==> src/rtl/tnf_pkg.sv <==
// Shared types and constants of the face-forward triangle normal block.
// No dependencies.
`default_nettype none
package tnf_pkg;
    localparam int MAG_W       = 31;
    localparam int LEN_W       = 32;
    localparam int RCP_W       = 33;
    localparam int SUM_W       = 64;
    localparam int OUT_W       = 16;
    localparam int NORM_LEAD   = 30;
    localparam int RCP_SHIFT   = 62;
    localparam int ROUND_SHIFT = 47;
    localparam int PROD_W      = MAG_W + RCP_W;
    localparam logic [OUT_W+1:0] OUT_MAX = 18'd32767;

    typedef struct packed {
        logic [MAG_W-1:0] mag_x;
        logic [MAG_W-1:0] mag_y;
        logic [MAG_W-1:0] mag_z;
        logic             neg_x;
        logic             neg_y;
        logic             neg_z;
        logic             degen;
    } tnf_norm_t;
endpackage
`default_nettype wire

==> src/rtl/tnf_sqrt_pipe.sv <==
// Pipelined integer square root, one root bit per stage.
// Depends on tnf_pkg.
`default_nettype none
module tnf_sqrt_pipe #(
    parameter int PAY_W = 1
) (
    input  logic                        clk,
    input  logic                        rst_n,
    input  logic                        en,
    input  logic                        in_valid,
    input  logic [tnf_pkg::SUM_W-1:0]   radicand,
    input  logic [PAY_W-1:0]            in_pay,
    output logic                        out_valid,
    output logic [tnf_pkg::LEN_W-1:0]   root,
    output logic [PAY_W-1:0]            out_pay
);
    import tnf_pkg::*;

    localparam int STEPS = LEN_W;

    logic [SUM_W:0]   rem_s  [STEPS+1];
    logic [LEN_W-1:0] root_s [STEPS+1];
    logic [PAY_W-1:0] pay_s  [STEPS+1];
    logic             vld_s  [STEPS+1];

    assign rem_s[0]  = (SUM_W+1)'(radicand);
    assign root_s[0] = '0;
    assign pay_s[0]  = in_pay;
    assign vld_s[0]  = in_valid;

    for (genvar j = 0; j < STEPS; j++) begin : g_step
        localparam int K = STEPS - 1 - j;
        logic [SUM_W:0]   trial;
        logic [SUM_W:0]   rem_next;
        logic [SUM_W:0]   rem_reg;
        logic [LEN_W-1:0] root_next;
        logic [LEN_W-1:0] root_reg;
        logic [PAY_W-1:0] pay_reg;
        logic             vld_reg;

        always_comb
        begin
            trial     = ((SUM_W+1)'(root_s[j]) << (K + 1)) | ((SUM_W+1)'(1) << (2 * K));
            rem_next  = rem_s[j];
            root_next = root_s[j];
            if (rem_s[j] >= trial)
            begin
                rem_next  = rem_s[j] - trial;
                root_next = root_s[j] | (LEN_W'(1) << K);
            end
        end

        always_ff @(posedge clk or negedge rst_n)
        begin
            if (!rst_n)
                vld_reg <= 1'b0;
            else if (en)
                vld_reg <= vld_s[j];
        end

        always_ff @(posedge clk)
        begin
            if (en)
            begin
                rem_reg  <= rem_next;
                root_reg <= root_next;
                pay_reg  <= pay_s[j];
            end
        end

        assign rem_s[j+1]  = rem_reg;
        assign root_s[j+1] = root_reg;
        assign pay_s[j+1]  = pay_reg;
        assign vld_s[j+1]  = vld_reg;
    end

    assign out_valid = vld_s[STEPS];
    assign root      = root_s[STEPS];
    assign out_pay   = pay_s[STEPS];
endmodule
`default_nettype wire

==> config.mk <==
export PLATFORM = sky130hd
export DESIGN_NAME = tnf_sqrt_pipe
export DESIGN_NICKNAME = d
export VERILOG_FILES = /design/src/rtl/tnf_pkg.sv /design/src/rtl/tnf_sqrt_pipe.sv
export SDC_FILE = /design/constraint.sdc
export NUM_CORES = 2
export LEC_CHECK = 0
export BUFFER_PORTS_ARGS = -buffer_cell sky130_fd_sc_hd__buf_2
export CAP_MARGIN = 5
export CORE_MARGIN = 2
export CORE_UTILIZATION = 50
export DETAILED_ROUTE_END_ITERATION = 10
export PLACE_DENSITY = 0.63
export SYNTH_ARGS = -nofsm -noshare
export SYNTH_HDL_FRONTEND = slang
export SYNTH_SLANG_ARGS = --single-unit
==> constraint.sdc <==
create_clock -name clk -period 7.8 [get_ports clk]
set_clock_uncertainty 0.2 [all_clocks]
set_input_delay 0.39 -clock clk [delete_from_list [all_inputs] [get_ports clk]]
set_output_delay 0.39 -clock clk [all_outputs]
set_load 0.1 [all_outputs]
==> flow_summary_export.csv <==
group,metric,value,unit
setup_path,critPathArrivalTime,5380,ps
logic_synthesis,avgSynthCellArea,12.7,sq um
layout,final_cell_mix,"edfxtp_1, nor2_1, inv_1",
power_and_ir_drop,share_seq_of_total_power,46.4,%
setup_path,crit_path_end_kind,"flop",
worst_hold_path,hp-class,"in2reg",
floorplanning,die_w,501,microns
setup_path,path_max_fanout,7,
routing,first_pass_iters,6,
cts,cts-root-buf,"clkbuf_16",
timing,max_freq,0.201,GHz
global_routing,grt_pass1_wl,447000,microns
cts,cts_tree,"done",
cts,cts_max_level,5,
global_routing,grt_max_degree,198,
routing,dr_total_vias,78200,
power_and_ir_drop,irDropWorstVdd,0.214,mV
routing,drt_iter0_drc,7208,
power_and_ir_drop,leakagePower,0.0521,uW
floorplanning,die-area,251000,sq um
routing,vias_per_cell,5.78,
floorplanning,pin_count,103,
cts,cts_buffers,298,
timing,final-setup-viol-count,0,
timing,finalHoldViolCount,0,
timing,fin_crit_sh,63.8,%
power_and_ir_drop,combinationalPowerShare,20.3,%
logic_synthesis,synthArstFlopShare,1.23,%
setup_path,cp.required,8210,ps
power_and_ir_drop,sw_frac_of_total,28.5,%
setup_path,path_common_cell,"nand4_1",
logic_synthesis,syn-cell-area,124000,sq um
power_and_ir_drop,p_int,29500,uW
logic_synthesis,synth_edf_count,2575,
timing,slew_violations,0,
status,status,"completed",
routing,final_antenna_net_count,0,
floorplanning,start_util,50.3,%
layout,final_cell_area,139000,sq um
logic_synthesis,synth-seq-cells,2607,
logic_synthesis,synth.distinct_cells,85,
logic_synthesis,dominantRegCellSynth,"edfxtp_1",
floorplanning,core,246000,sq um
setup_path,slowest_delay,890,ps
global_routing,gr-total-overflow,0,
placed_design,dp_hpwl,217000,microns
logic_synthesis,synthCells,9700,
timing,tns,0,ps
cts,cts.clk_slew.worst_paths,60,ps
job,cap_violations,0,
cts,clock_sinks,2607,
logic_synthesis,synth_warnings,0,
placed_design,post_dp_cell_area,128000,sq um
layout,largest_register_ffs,2015,
layout,syn2layout_area_growth,12.4,%
power_and_ir_drop,p_per_area,297,nW/um^2
logic_synthesis,synth_nets,10300,
global_routing,grt_usage,22.9,%
setup_path,path_cells,"ha_1, nand4_1, nor3_1, nand3_1, or4_1, nand4b_1, a311oi_4, a2111oi_0, nand4_1, nor4_1, xor2_1",
setup_path,worstSetupPathType,"reg2reg",
power_and_ir_drop,switchingPower,11800,uW
placed_design,gp_congestion,0.954,
layout,final_nets,10700,
setup_path,path_buf_inv,0,
timing,period_needed,4970,ps
setup_path,worstSetupStartpointType,"flop",
global_routing,grt_pass1_vias,76100,
setup_path,crit_family,"simple AND/OR/NAND/NOR gates",
power_and_ir_drop,finalPower,41300,uW
routing,wire_per_inst,21.7,microns
global_routing,grt.met2_usage,38.7,%
global_routing,gr-usage-met3,3.20,%
routing,wirelength,294000,microns
global_routing,antenna_found_initial,9,
global_routing,met1_usage,31.2,%
layout,final_common_cell,"edfxtp_1",
routing,drc,0,
setup_path,crit_path_top_delay_cell,"a2111oi_0",
floorplanning,rows,182,
floorplanning,die_h,501,microns
timing,hold_slack,114,ps
cts,clk_path_buf_depth,4,
logic_synthesis,synth.yosys.seq_area_share,63.2,%
placed_design,portBuffers,102,
layout,drive_above_1_share,7.65,%
timing,max_slew.worst_pin.slew,1250,ps
timing,slew_headroom,15.8,%
cts,clk_latency,980,ps
power_and_ir_drop,clock_power_share,33.3,%
global_routing,grt_busiest_layer,"met2",
timing,grt_setup_unrepaired,"false",
## power groups by stage
| stage | logic (uW) | registers, uW | clock network, uW |
|---|---|---|---|
| 6_report | 8400 | 19200 | 13800 |
| 5_1_grt | 9280 | 19300 | 14600 |
| 4_1_cts | 8310 | 19200 | 14100 |
| 3_5_place_dp | 8180 | 19400 | 0 |
| 3_3_place_gp | 8090 | 19400 | 0 |
| 2_1_floorplan | 6090 | 18800 | 0 |
## worst reg2reg max path: stages, from the launching register on
cell and delay (ps):
edfxtp_1 400, ha_1 440, nand4_1 180, nor3_1 500, nand3_1 330, or4_1 660
nand4b_1 190, a311oi_4 80, a2111oi_0 890, nand4_1 400, nor4_1 330, xor2_1 100
## through the flow
stage	cells	setup slack [ps]	util, %
2_1_floorplan	9700	3940	-
3_3_place_gp	12900	2790	52.1
3_5_place_dp	12900	2870	52.1
4_1_cts	13500	2830	56.5
5_1_grt	13500	2460	56.5
6_report	13500	2830	56.5
## final cells by class
class                      count  area (sq um)
antenna                        9          22.5
fill                       19800        107000
multi-input combinational   6210         42300
clock inverter               152          1740
tap                         3220          4030
timing repair buffer         287          2430
clock buffer                 355          7790
inverter                     674          2530
sequential                  2607         78100
## per-layer routing
metal / vias to the layer above / routed length (microns)
met2: 2133 / 143000
met3: 438 / 16200
met5: - / 22
li1: 37100 / -
met1: 38500 / 127000
met4: 4 / 7170
## what timing repair did
action | CTS | global route
resized for setup | 0 | 0
endpoints found under the setup margin | 0 | 0
hold buffers | 135 | 0
hold endpoints to repair | 209 | 0
setup buffers | 0 | 0
## cell usage after synthesis, drive strengths merged (74+ instances only)
master | number | area (sq um)
a21oi | 665 | 3330
a21o | 230 | 1730
nand2b | 118 | 738
nand3 | 153 | 771
edfxtp | 2575 | 77300
nand4 | 157 | 982
clkbuf | 188 | 706
o21a | 100 | 751
xor2 | 402 | 3520
nor4 | 353 | 2210
o21ai | 360 | 1800
nand2 | 542 | 2030
inv | 674 | 2530
xnor2 | 516 | 4520
nor2 | 688 | 2580
nor3 | 251 | 1260
mux2 | 135 | 1520
or3 | 109 | 682
nor2b | 74 | 470
ha | 558 | 6980
## final timing paths
| check | start | endpoint | slack [ps] | depth (start not counted) |
|---|---|---|---|---|
| setup reg to reg | g_step[24].rem_reg[25] | g_step[25].rem_reg[56] | 2830 | 11 |
| min in group asynchronous | rst_n | g_step[26].vld_reg | 410 | 4 |
| max in group asynchronous | rst_n | g_step[30].vld_reg | 6810 | 4 |
| setup / recovery | g_step[24].rem_reg[25] | g_step[25].rem_reg[56] | 2830 | 11 |
| hold / removal | in_valid | g_step[0].vld_reg | 110 | 3 |
| hold reg to reg | g_step[6].rem_reg[47] | g_step[7].rem_reg[47] | 200 | 0 |
## logic make-up after synthesis
group	count (synthesis)	synth area share, %
fa+ha+maj	558	5.65
flops	2607	63.2
mux	140	1.27
xor+xnor	918	6.50
simple gates	2832	11.9
compound gates	1762	8.80
buf+inv	883	2.69
(Power assumes the default switching activity.)
